<file path="src/sv/sos_pkg.sv">
// sweep object segmenter: shared constants, types and the tangent table
// used by sos_track, sos_width and sweep_object_segmenter_top; no dependencies
package sos_pkg;

	localparam int DIST_BITS   = 12;
	localparam int ANGLE_W     = 8;
	localparam int WIDTH_W     = 19;
	localparam int INDEX_W     = 8;
	localparam int CFG_W       = (DIST_BITS > ANGLE_W) ? DIST_BITS : ANGLE_W;
	localparam int CFG_IDX_W   = 2;
	localparam int IN_W        = DIST_BITS + ANGLE_W;
	localparam int IN_TDATA_W  = ((IN_W + 7) / 8) * 8;
	localparam int OUT_W       = 2 * ANGLE_W + DIST_BITS + WIDTH_W + INDEX_W;
	localparam int OUT_TDATA_W = ((OUT_W + 7) / 8) * 8;
	localparam int TAN_W       = 22;
	localparam int TAN_ENTRIES = 90;
	localparam int HALF_W      = ANGLE_W - 1;
	localparam int TAN_FRAC    = 16;

	localparam logic [WIDTH_W-1:0] WIDTH_MAX = '1;
	localparam logic [INDEX_W-1:0] INDEX_MAX = '1;
	localparam logic [DIST_BITS-1:0] NEAR_THRESHOLD_RST = DIST_BITS'(80);
	localparam logic [ANGLE_W-1:0] END_ANGLE_RST = ANGLE_W'(180);
	localparam logic [HALF_W-1:0] HALF_LIMIT = HALF_W'(TAN_ENTRIES);

	localparam logic [CFG_IDX_W-1:0] REG_NEAR_THRESHOLD = CFG_IDX_W'(0);
	localparam logic [CFG_IDX_W-1:0] REG_END_ANGLE      = CFG_IDX_W'(1);

	// tan(k deg) in unsigned q6.16, rounded to nearest
	localparam logic [TAN_W-1:0] TAN_Q16 [TAN_ENTRIES] = '{
		22'd0, 22'd1144, 22'd2289, 22'd3435, 22'd4583, 22'd5734, 22'd6888, 22'd8047,
		22'd9210, 22'd10380, 22'd11556, 22'd12739, 22'd13930, 22'd15130, 22'd16340,
		22'd17560, 22'd18792, 22'd20036, 22'd21294, 22'd22566, 22'd23853, 22'd25157,
		22'd26478, 22'd27818, 22'd29179, 22'd30560, 22'd31964, 22'd33392, 22'd34846,
		22'd36327, 22'd37837, 22'd39378, 22'd40951, 22'd42560, 22'd44205, 22'd45889,
		22'd47615, 22'd49385, 22'd51202, 22'd53070, 22'd54991, 22'd56970, 22'd59009,
		22'd61113, 22'd63287, 22'd65536, 22'd67865, 22'd70279, 22'd72785, 22'd75391,
		22'd78103, 22'd80930, 22'd83882, 22'd86969, 22'd90203, 22'd93595, 22'd97161,
		22'd100917, 22'd104880, 22'd109070, 22'd113512, 22'd118230, 22'd123255,
		22'd128622, 22'd134369, 22'd140542, 22'd147196, 22'd154393, 22'd162207,
		22'd170727, 22'd180059, 22'd190330, 22'd201699, 22'd214359, 22'd228551,
		22'd244584, 22'd262851, 22'd283868, 22'd308323, 22'd337153, 22'd371673,
		22'd413778, 22'd466313, 22'd533748, 22'd623533, 22'd749080, 22'd937208,
		22'd1250501, 22'd1876706, 22'd3754555
	};

	typedef struct packed {
		logic [ANGLE_W-1:0]   obj_start;
		logic [ANGLE_W-1:0]   obj_end;
		logic [DIST_BITS-1:0] obj_dist;
		logic [INDEX_W-1:0]   obj_index;
	} obj_t;

endpackage

</file>
<file path="src/sv/sos_track.sv">
// sweep object segmenter: config registers, segment state and close detection
// depends on sos_pkg; feeds a closed object into a one-entry stage register
module sos_track (
	input  logic                           clk,
	input  logic                           arst_n,
	input  logic                           cfg_we,
	input  logic [sos_pkg::CFG_IDX_W-1:0]  cfg_index,
	input  logic [sos_pkg::CFG_W-1:0]      cfg_wdata,
	input  logic                           in_valid,
	output logic                           in_ready,
	input  logic [sos_pkg::DIST_BITS-1:0]  in_distance,
	input  logic [sos_pkg::ANGLE_W-1:0]    in_angle,
	input  logic                           in_sweep_start,
	output logic                           obj_valid,
	input  logic                           obj_ready,
	output sos_pkg::obj_t                  obj
);
	import sos_pkg::*;

	logic [DIST_BITS-1:0] near_threshold_q;
	logic [ANGLE_W-1:0]   end_angle_q;
	logic                 in_object_q;
	logic [ANGLE_W-1:0]   open_start_angle_q;
	logic [DIST_BITS-1:0] previous_distance_q;
	logic [INDEX_W-1:0]   objects_found_q;
	logic                 valid_s1;
	obj_t                 obj_s1;
	logic                 accept;
	logic                 is_near;
	logic                 do_open;
	logic                 do_close;
	logic                 s1_ready;

	assign s1_ready = !valid_s1 || obj_ready;
	assign in_ready = s1_ready;
	assign accept   = in_valid && s1_ready;
	assign is_near  = in_distance < near_threshold_q;
	assign do_open  = !in_sweep_start && !in_object_q && is_near;
	assign do_close = !in_sweep_start && in_object_q && (!is_near || in_angle == end_angle_q);

	always_ff @(posedge clk or negedge arst_n) begin
		if (!arst_n) begin
			near_threshold_q <= NEAR_THRESHOLD_RST;
			end_angle_q      <= END_ANGLE_RST;
		end else if (cfg_we) begin
			unique case (cfg_index)
				REG_NEAR_THRESHOLD: near_threshold_q <= cfg_wdata[DIST_BITS-1:0];
				REG_END_ANGLE:      end_angle_q      <= cfg_wdata[ANGLE_W-1:0];
				default: ;
			endcase
		end
	end

	always_ff @(posedge clk or negedge arst_n) begin
		if (!arst_n) begin
			in_object_q         <= 1'b0;
			open_start_angle_q  <= '0;
			previous_distance_q <= '0;
			objects_found_q     <= '0;
		end else if (accept) begin
			previous_distance_q <= in_distance;
			if (in_sweep_start) begin
				in_object_q     <= 1'b0;
				objects_found_q <= '0;
			end else if (do_open) begin
				in_object_q        <= 1'b1;
				open_start_angle_q <= in_angle;
			end else if (do_close) begin
				in_object_q <= 1'b0;
				if (objects_found_q != INDEX_MAX) begin
					objects_found_q <= objects_found_q + INDEX_W'(1);
				end
			end
		end
	end

	always_ff @(posedge clk or negedge arst_n) begin
		if (!arst_n) begin
			valid_s1 <= 1'b0;
		end else if (s1_ready) begin
			valid_s1 <= accept && do_close;
		end
	end

	always_ff @(posedge clk) begin
		if (accept && do_close) begin
			obj_s1.obj_start <= open_start_angle_q;
			obj_s1.obj_end   <= in_angle;
			obj_s1.obj_dist  <= previous_distance_q;
			obj_s1.obj_index <= objects_found_q;
		end
	end

	assign obj_valid = valid_s1;
	assign obj       = obj_s1;

	a_sweep_clears: assert property (@(posedge clk) disable iff (!arst_n)
		accept && in_sweep_start |=> !in_object_q && objects_found_q == '0)
		else $error("sweep start did not clear segment state");

	a_close_ends_object: assert property (@(posedge clk) disable iff (!arst_n)
		accept && do_close |=> !in_object_q && valid_s1)
		else $error("closing beat did not leave a closed object");

	a_count_monotonic: assert property (@(posedge clk) disable iff (!arst_n)
		accept && !in_sweep_start |=> objects_found_q >= $past(objects_found_q))
		else $error("object count decreased within a sweep");

	a_open_no_result: assert property (@(posedge clk) disable iff (!arst_n)
		accept && do_open && s1_ready |=> !valid_s1)
		else $error("opening beat produced a result");

endmodule

</file>
<file path="src/sv/sos_width.sv">
// sweep object segmenter: width estimate from tangent table and one multiply,
// result register with handshake; depends on sos_pkg
module sos_width (
	input  logic                          clk,
	input  logic                          arst_n,
	input  logic                          obj_valid,
	output logic                          obj_ready,
	input  sos_pkg::obj_t                 obj,
	output logic                          res_valid,
	input  logic                          res_ready,
	output sos_pkg::obj_t                 res_obj,
	output logic [sos_pkg::WIDTH_W-1:0]   res_width
);
	import sos_pkg::*;

	localparam int PROD_W = DIST_BITS + TAN_W;

	logic                 valid_q;
	obj_t                 obj_q;
	logic [WIDTH_W-1:0]   width_q;
	logic                 out_ready;
	logic                 reversed;
	logic [ANGLE_W-1:0]   span;
	logic [HALF_W-1:0]    half;
	logic                 half_big;
	logic [HALF_W-1:0]    tan_idx;
	logic [TAN_W-1:0]     tan_val;
	logic [PROD_W-1:0]    prod;
	logic [PROD_W-1:0]    prod_sh;
	logic [WIDTH_W-1:0]   width;

	assign out_ready = !valid_q || res_ready;
	assign obj_ready = out_ready;

	assign reversed = obj.obj_end < obj.obj_start;
	assign span     = obj.obj_end - obj.obj_start;
	assign half     = span[ANGLE_W-1:1];
	assign half_big = half >= HALF_LIMIT;
	assign tan_idx  = half_big ? '0 : half;
	assign tan_val  = TAN_Q16[tan_idx];
	assign prod     = PROD_W'(obj.obj_dist) * PROD_W'(tan_val);
	// times two, then drop the q16 fraction
	assign prod_sh  = prod >> (TAN_FRAC - 1);

	always_comb begin
		if (reversed || obj.obj_dist == '0) begin
			width = '0;
		end else if (half_big || prod_sh > PROD_W'(WIDTH_MAX)) begin
			width = WIDTH_MAX;
		end else begin
			width = prod_sh[WIDTH_W-1:0];
		end
	end

	always_ff @(posedge clk or negedge arst_n) begin
		if (!arst_n) begin
			valid_q <= 1'b0;
		end else if (out_ready) begin
			valid_q <= obj_valid;
		end
	end

	always_ff @(posedge clk) begin
		if (obj_valid && out_ready) begin
			obj_q   <= obj;
			width_q <= width;
		end
	end

	assign res_valid = valid_q;
	assign res_obj   = obj_q;
	assign res_width = width_q;

	a_reversed_zero: assert property (@(posedge clk) disable iff (!arst_n)
		valid_q && obj_q.obj_end < obj_q.obj_start |-> width_q == '0)
		else $error("reversed object has nonzero width");

	a_zero_dist: assert property (@(posedge clk) disable iff (!arst_n)
		valid_q && obj_q.obj_dist == '0 |-> width_q == '0)
		else $error("zero distance object has nonzero width");

	a_wide_span_sat: assert property (@(posedge clk) disable iff (!arst_n)
		valid_q && obj_q.obj_end >= obj_q.obj_start && obj_q.obj_dist != '0
		&& ((obj_q.obj_end - obj_q.obj_start) >> 1) >= ANGLE_W'(TAN_ENTRIES)
		|-> width_q == WIDTH_MAX)
		else $error("wide span did not saturate width");

endmodule

</file>
<file path="src/sv/sweep_object_segmenter_top.sv">
// sweep object segmenter top level: stream ports and config write port
// depends on sos_pkg, sos_track and sos_width
//
// usage: one range reading enters per s_ beat (distance and angle in s_tdata,
// sweep start flag in s_tuser). a reading that closes an open object yields
// one m_ beat carrying start, end, distance, width and index; other readings
// yield nothing. config registers are written through cfg_we / cfg_index /
// cfg_wdata (0: near threshold, 1: end angle); the user must write them only
// while the block is idle, which the block does not enforce. throughput: one
// reading per cycle while s_tready is high. a closing reading passes the close
// detect register, then the width multiply into the result register that drives m_tvalid.
// reset clears the segment state and count, and loads near threshold 80 and
// end angle 180; both result stages come out empty.
// when m_tready is low the result register holds; the close stage still takes
// one more object, and s_tready drops only once both stages are full.
// readings keep flowing while a result waits as long as the close stage is empty.
module sweep_object_segmenter_top (
	input  logic                             clk,
	input  logic                             arst_n,
	input  logic                             cfg_we,
	input  logic [sos_pkg::CFG_IDX_W-1:0]    cfg_index,
	input  logic [sos_pkg::CFG_W-1:0]        cfg_wdata,
	input  logic                             s_tvalid,
	output logic                             s_tready,
	// distance, angle, zero pad
	input  logic [sos_pkg::IN_TDATA_W-1:0]   s_tdata,
	// sweep_start
	input  logic                             s_tuser,
	output logic                             m_tvalid,
	input  logic                             m_tready,
	// object_start, object_end, object_distance, object_width, object_index, zero pad
	output logic [sos_pkg::OUT_TDATA_W-1:0]  m_tdata
);
	import sos_pkg::*;

	logic                 obj_valid;
	logic                 obj_ready;
	obj_t                 obj;
	obj_t                 res_obj;
	logic [WIDTH_W-1:0]   res_width;
	logic [OUT_W-1:0]     res_packed;

	sos_track u_track (
		.clk            (clk),
		.arst_n         (arst_n),
		.cfg_we         (cfg_we),
		.cfg_index      (cfg_index),
		.cfg_wdata      (cfg_wdata),
		.in_valid       (s_tvalid),
		.in_ready       (s_tready),
		.in_distance    (s_tdata[DIST_BITS-1:0]),
		.in_angle       (s_tdata[IN_W-1:DIST_BITS]),
		.in_sweep_start (s_tuser),
		.obj_valid      (obj_valid),
		.obj_ready      (obj_ready),
		.obj            (obj)
	);

	sos_width u_width (
		.clk       (clk),
		.arst_n    (arst_n),
		.obj_valid (obj_valid),
		.obj_ready (obj_ready),
		.obj       (obj),
		.res_valid (m_tvalid),
		.res_ready (m_tready),
		.res_obj   (res_obj),
		.res_width (res_width)
	);

	assign res_packed = {res_obj.obj_index, res_width, res_obj.obj_dist,
		res_obj.obj_end, res_obj.obj_start};
	assign m_tdata = OUT_TDATA_W'(res_packed);

endmodule
</file>
<file path="config.mk">
export PLATFORM = sky130hd
export DESIGN_NAME = sweep_object_segmenter_top
export DESIGN_NICKNAME = d
export VERILOG_FILES = /design/src/sv/sos_pkg.sv /design/src/sv/sos_track.sv /design/src/sv/sos_width.sv /design/src/sv/sweep_object_segmenter_top.sv
export SDC_FILE = /design/constraint.sdc
export NUM_CORES = 1
export LEC_CHECK = 0
export CAP_MARGIN = 20
export CORE_MARGIN = 2
export CORE_UTILIZATION = 33
export CTS_BUF_LIST = sky130_fd_sc_hd__clkbuf_2
export DETAILED_ROUTE_END_ITERATION = 8
export DONT_BUFFER_PORTS = 1
export PLACE_DENSITY_LB_ADDON = 0.2
export SYNTH_ARGS = -nofsm -noshare
export SYNTH_HDL_FRONTEND = slang
export SYNTH_SLANG_ARGS = --single-unit
</file>
<file path="constraint.sdc">
create_clock -name clk -period 9.1 [get_ports clk]
set_clock_uncertainty 0.15 [all_clocks]
set_input_delay 2.73 -clock clk [delete_from_list [all_inputs] [get_ports clk]]
set_output_delay 2.73 -clock clk [all_outputs]
set_load 0.02 [all_outputs]
</file>
==> run_results.csv, run 1 <==
group,metric,value,unit
job,maxCapViolCount,0,
routing,routedWlPerCell,18.9,um
routing,drc,0,
routing,routed_via_density,5.20,
final_layout,layout_common_cells,"buf_4 (330), nand2_1 (288), inv_1 (237), fa_1 (182), edfxtp_1 (91)",
clock_network,cts.clk_slew.worst_paths,0.26,ns
timing,rsz0062_at_grt,"true",
final_layout,area_delta_synth_final,30.7,%
synth,syn_inst,1844,
synth,async_flop_share,0.359,
critical_path,crit_type,"reg2reg",
timing,whs,0.294,ns
critical_path,crit_arrival,9.56,ns
outcome,violations,"negative setup slack",
final_layout,final_common_cell,"buf_4",
die,rows,81,
global_route,antenna_found_initial,2,
synth,synth_warnings,0,
critical_path,cpMostUsedCell,"fa_1",
synth,synth.area.top_cells,"fa_1 (24%), edfxtp_1 (17%), ha_1 (7.3%)",
worst_hold_path,min_path_type,"reg2reg",
routing,drtAntennaViolNets,0,
global_route,grt_overflow,0,
die,dieArea,51500,um^2
routing,firstDrtPassIters,5,
synth,syn_avg_cell_area,8.90,um^2
die,die_w,227,um
clock_network,ctsRootBufferMaster,"clkbuf_2",
critical_path,cpPeakStageDelay,0.53,ns
synth,synth_edf_count,91,
timing,tightest_slew,1.13,ns
clock_network,clkSinkCount,142,
synth,yosys.cell_types.count,77,
clock_network,cts_buffer_depth,2,
die,initial_core_util,0.334,
synth,syn-cell-area,16400,um^2
critical_path,crit_fanout,4,
synth,yosys.area.top_type,"fa_1",
placement,dpl.hpwl,41.1,mm
clock_network,clk_latency,0.82,ns
timing,fmax,109,MHz
timing,hold_viol_final,0,
placement,place_congestion,0.933,
critical_path,worstSetupEndpointType,"flip-flop",
timing,slew_viol_final,0,
synth,synth_top_area_share,0.244,
final_layout,drive_gt1_frac,0.307,
outcome,outcome,"complete, but fails checks",
die,die_h,227,um
timing,finalSetupTns,-0.0602,ns
die,ioPinCount,102,
critical_path,critical_path_buf_inv_count,7,
global_route,grt_pass1_vias,15300,
synth,synth_seq_area_share,0.245,
synth,synth_fp_nets,2184,
routing,vias,14600,
global_route,grt_start_max_net_pins,56,
placement,pre_cts_slack,-0.469,ns
global_route,grt_pass1_wl,83.4,mm
routing,initialDrtViolationCount,899,
global_route,grtUsageTotal,0.210,
final_layout,num-nets-final,2468,
timing,setup_viol,3,
clock_network,cts_max_level,4,
timing,slew_headroom,0.249,
synth,ys_ff_latch,142,
synth,synthFlopType,"edfxtp_1",
die,core-area,49100,um^2
placement,io_buffers,0,
timing,fin_crit_sh,1.00,
critical_path,cpMaxStageDelayCell,"fa_1",
routing,wl,53.0,mm
timing,worst_slack,-0.0434,ns
clock_network,cts_buffers,17,
critical_path,cp.required,9.51,ns
critical_path,crit_path_start_kind,"flip-flop",
timing,finalCriticalPeriod,9.14,ns
clock_network,cts_tree,"built",
critical_path,path_delay_family,"adder cells",
-- synthesized netlist by cell type, types with 33 or more instances --
cell type	count
dfrtp_1	45
inv_1	253
a21o_1	33
edfxtp_1	91
nand2_1	313
and2_1	74
clkbuf_1	100
ha_1	96
a21oi_1	115
nor2_1	73
o21ai_0	69
fa_1	200
-- registers in the layout, indices dropped and copies added, names as in the netlist, 8 cells and up --
signal                       count
u_track.obj                     36
u_track.near_threshold_q        12
u_track.previous_distance_q     12
u_track.objects_found_q          8
u_width.res_obj                 36
u_track.end_angle_q              8
u_track.open_start_angle_q       8
u_width.res_width               19
-- path summary, 6_finish.rpt --
path	from	slack, ns	endpoint	depth (start not counted)
hold / removal	u_track.obj[4]	0.29	u_width.res_obj[4]	0
max in group asynchronous	arst_n	7.17	u_track.near_threshold_q[6]	0
min in group asynchronous	arst_n	1.40	u_track.end_angle_q[6]	0
setup / recovery	u_track.obj[28]	-0.04	u_width.res_width[15]	40
hold reg to reg	u_track.obj[4]	0.29	u_width.res_obj[4]	0
setup reg to reg	u_track.obj[28]	-0.04	u_width.res_width[15]	40
-- through the flow --
stage | util | std cells | area [um^2]
floorplan | - | 1844 | 16500
global placement | 0.397 | 2721 | 19500
detailed placement | 0.397 | 2721 | 19500
CTS | 0.416 | 2772 | 20400
global route | 0.437 | 2807 | 21400
finish | 0.437 | 2808 | 21400
-- repair_timing --
action	4_1_cts	5_1_grt
hold buffers	0	0
resized for setup	113	191
pin swaps	52	128
setup buffers	20	41
setup endpoints to repair	14	18
-- per-layer routing --
layer	vias up	global-route usage	share of wire
li1	6711	-	-
met1	7344	0.266	0.42
met2	416	0.361	0.49
met3	118	0.0341	0.055
met4	0	0.0751	0.034
met5	-	0	0
-- cells by family (layout without fill, tap and decap cells) --
family	after synthesis	count (layout)	synth area share
fa+ha+maj	296	296	0.317
xor+xnor	35	35	0.0196
other cells	1	4	0.000229
mux	24	24	0.0161
compound gates	384	384	0.152
flops	142	142	0.245
buf+inv	369	666	0.0851
simple gates	593	593	0.165
-- cell type report --
class | instances | area (um^2)
multi-input cells | 1333 | 12200
well taps | 664 | 831
clock buffers | 17 | 85.1
fillers | 4952 | 27600
repair buffers | 380 | 3170
diodes | 3 | 7.51
flip-flops and latches | 142 | 4020
clock inverters | 15 | 189
inverters | 254 | 966
Power of run 1 is not shown: default switching activity piles up to over one toggle a cycle in this logic, so the estimate is an artifact.
==> run 2: changes to the inputs <==
==> constraint.sdc (replaced) <==
create_clock -name clk -period 9.1 [get_ports clk]
set_clock_uncertainty 0.15 [all_clocks]
set_input_delay 0.455 -clock clk [delete_from_list [all_inputs] [get_ports clk]]
set_output_delay 0.455 -clock clk [all_outputs]
set_load 0.02 [all_outputs]
==> run_results.csv, run 2 (synthesis gave the netlist of run 1 again) <==
group,metric,value,unit
routing,routedWlPerCell,19.0,um
final_layout,layout_common_cells,"buf_4 (347), nand2_1 (297), inv_1 (239), fa_1 (188), edfxtp_1 (91)",
critical_path,worstSetupEndpointType,"flip-flop",
critical_path,cpMostUsedCell,"buf_4",
clock_network,cts_tree,"built",
final_layout,stdcell_count,2871,
clock_network,clkSinkCount,142,
critical_path,cp.required,9.54,ns
final_layout,multiInputGateArea,12100,um^2
die,dieArea,51500,um^2
die,core-area,49100,um^2
die,initial_core_util,0.334,
timing,fin_crit_sh,0.997,
critical_path,crit_arrival,9.52,ns
die,ioPinCount,102,
critical_path,crit_path_start_kind,"flip-flop",
clock_network,cts_max_level,4,
die,die_w,227,um
critical_path,cpMaxStageDelayCell,"fa_1",
critical_path,cpPeakStageDelay,0.53,ns
clock_network,cts_buffer_depth,2,
final_layout,fillerInstances,4839,
global_route,grtUsageTotal,0.214,
final_layout,register_area,4020,um^2
routing,firstDrtPassIters,5,
clock_network,clk_latency,0.80,ns
final_layout,final_common_cell,"buf_4",
outcome,outcome,"finished clean",
placement,io_buffers,0,
timing,finalCriticalPeriod,9.08,ns
clock_network,cts.clk_slew.worst_paths,0.27,ns
timing,tightest_slew,1.04,ns
global_route,grt_overflow,0,
placement,place_congestion,0.901,
placement,dpl.hpwl,41.1,mm
timing,setup_viol,0,
timing,hold_viol_final,0,
routing,initialDrtViolationCount,1017,
final_layout,drive_gt1_frac,0.293,
final_layout,area_delta_synth_final,34.0,%
critical_path,crit_type,"reg2reg",
routing,drtAntennaViolNets,0,
job,maxCapViolCount,0,
clock_network,ctsRootBufferMaster,"clkbuf_2",
timing,slew_viol_final,0,
critical_path,critical_path_buf_inv_count,19,
global_route,grt_pass1_wl,84.9,mm
routing,wl,54.5,mm
global_route,antenna_found_initial,1,
critical_path,crit_fanout,5,
die,die_h,227,um
global_route,grt_pass1_vias,15600,
routing,routed_via_density,5.17,
timing,fmax,110,MHz
worst_hold_path,min_path_type,"in2reg",
routing,vias,14800,
timing,rsz0062_at_grt,"true",
clock_network,cts_buffers,17,
critical_path,path_delay_family,"adder cells",
timing,slew_headroom,0.308,
routing,drc,0,
global_route,grt_start_max_net_pins,52,
die,rows,81,
placement,dpl.cell_count,2718,
final_layout,num-nets-final,2533,
## run 2: cell types whose count changed in the layout (fill, tap and decap cells not counted), sizes merged, moves of 2 or more
cell and change:
inv +2, diode -2, clkinvlp +2, clkinv -4, buf +11, dlygate4sd3 +53
## run 2: timing repair
action	CTS	global route
hold endpoints to repair	141	0
hold buffers	55	0
buffers inserted	19	49
setup endpoints to repair	15	19
pin swaps	30	130
resized for setup	64	196
## run 2: worst reg2reg max path, delay by kind of cell, from the launching register on
family                     cells  cell delay (ns)
AOI/OAI and AO/OA             11             1.67
DFF                            1             0.44
and+or+nand+nor                4             0.84
buffers and inverters         19             2.31
adders and majority gates      7             3.16
xor gates and xnor gates       2             0.36
## run 2: worst paths after layout
path | start | end | slack (ns) | depth (start not counted)
worst max-delay path | u_track.obj[28] | u_width.res_width[7] | 0.02 | 43
worst min-delay path | s_tvalid | u_track.previous_distance_q[7] | 0.1 | 3
worst max register to register | u_track.obj[28] | u_width.res_width[7] | 0.02 | 43
worst min register to register | u_track.obj[4] | u_width.res_obj[4] | 0.30 | 0
max in group asynchronous | arst_n | u_track.objects_found_q[4] | 7.87 | 4
min in group asynchronous | arst_n | u_track.end_angle_q[4] | 0.65 | 3
## run 2: layout make-up
class	count	area share
Antenna cell	1	0.000114
Clock buffer	17	0.00387
Clock inverter	15	0.00774
Inverter	254	0.0437
Multi-Input combinational cell	1333	0.550
Sequential cell	142	0.183
Tap cell	664	0.0378
Timing Repair Buffer	445	0.174
## run 2: metrics by stage
| stage | utilization | setup TNS [ns] | hold slack (ns) | worst slack [ns] | area [um^2] |
|---|---|---|---|---|---|
| 2_1_floorplan | - | 0 | 0.00941 | 0.00578 | 16500 |
| 3_3_place_gp | 0.398 | -2.73 | 0.0109 | -0.375 | 19500 |
| 3_5_place_dp | 0.398 | -3.51 | 0.0108 | -0.453 | 19500 |
| 4_1_cts | 0.423 | -0.0621 | 0.00195 | -0.0621 | 20800 |
| 5_1_grt | 0.448 | -3.06 | 0.0594 | -0.378 | 22000 |
| 6_report | 0.448 | 0 | 0.0971 | 0.0234 | 22000 |
## run 2: metal layers
metal,part of all wire,global-route usage,up-vias
met4,0.038,0.0850,0
met3,0.052,0.0328,119
li1,-,-,6829
met1,0.42,0.269,7439
met2,0.49,0.370,454
met5,0,0,-
Power of run 2 is left out for the same reason.
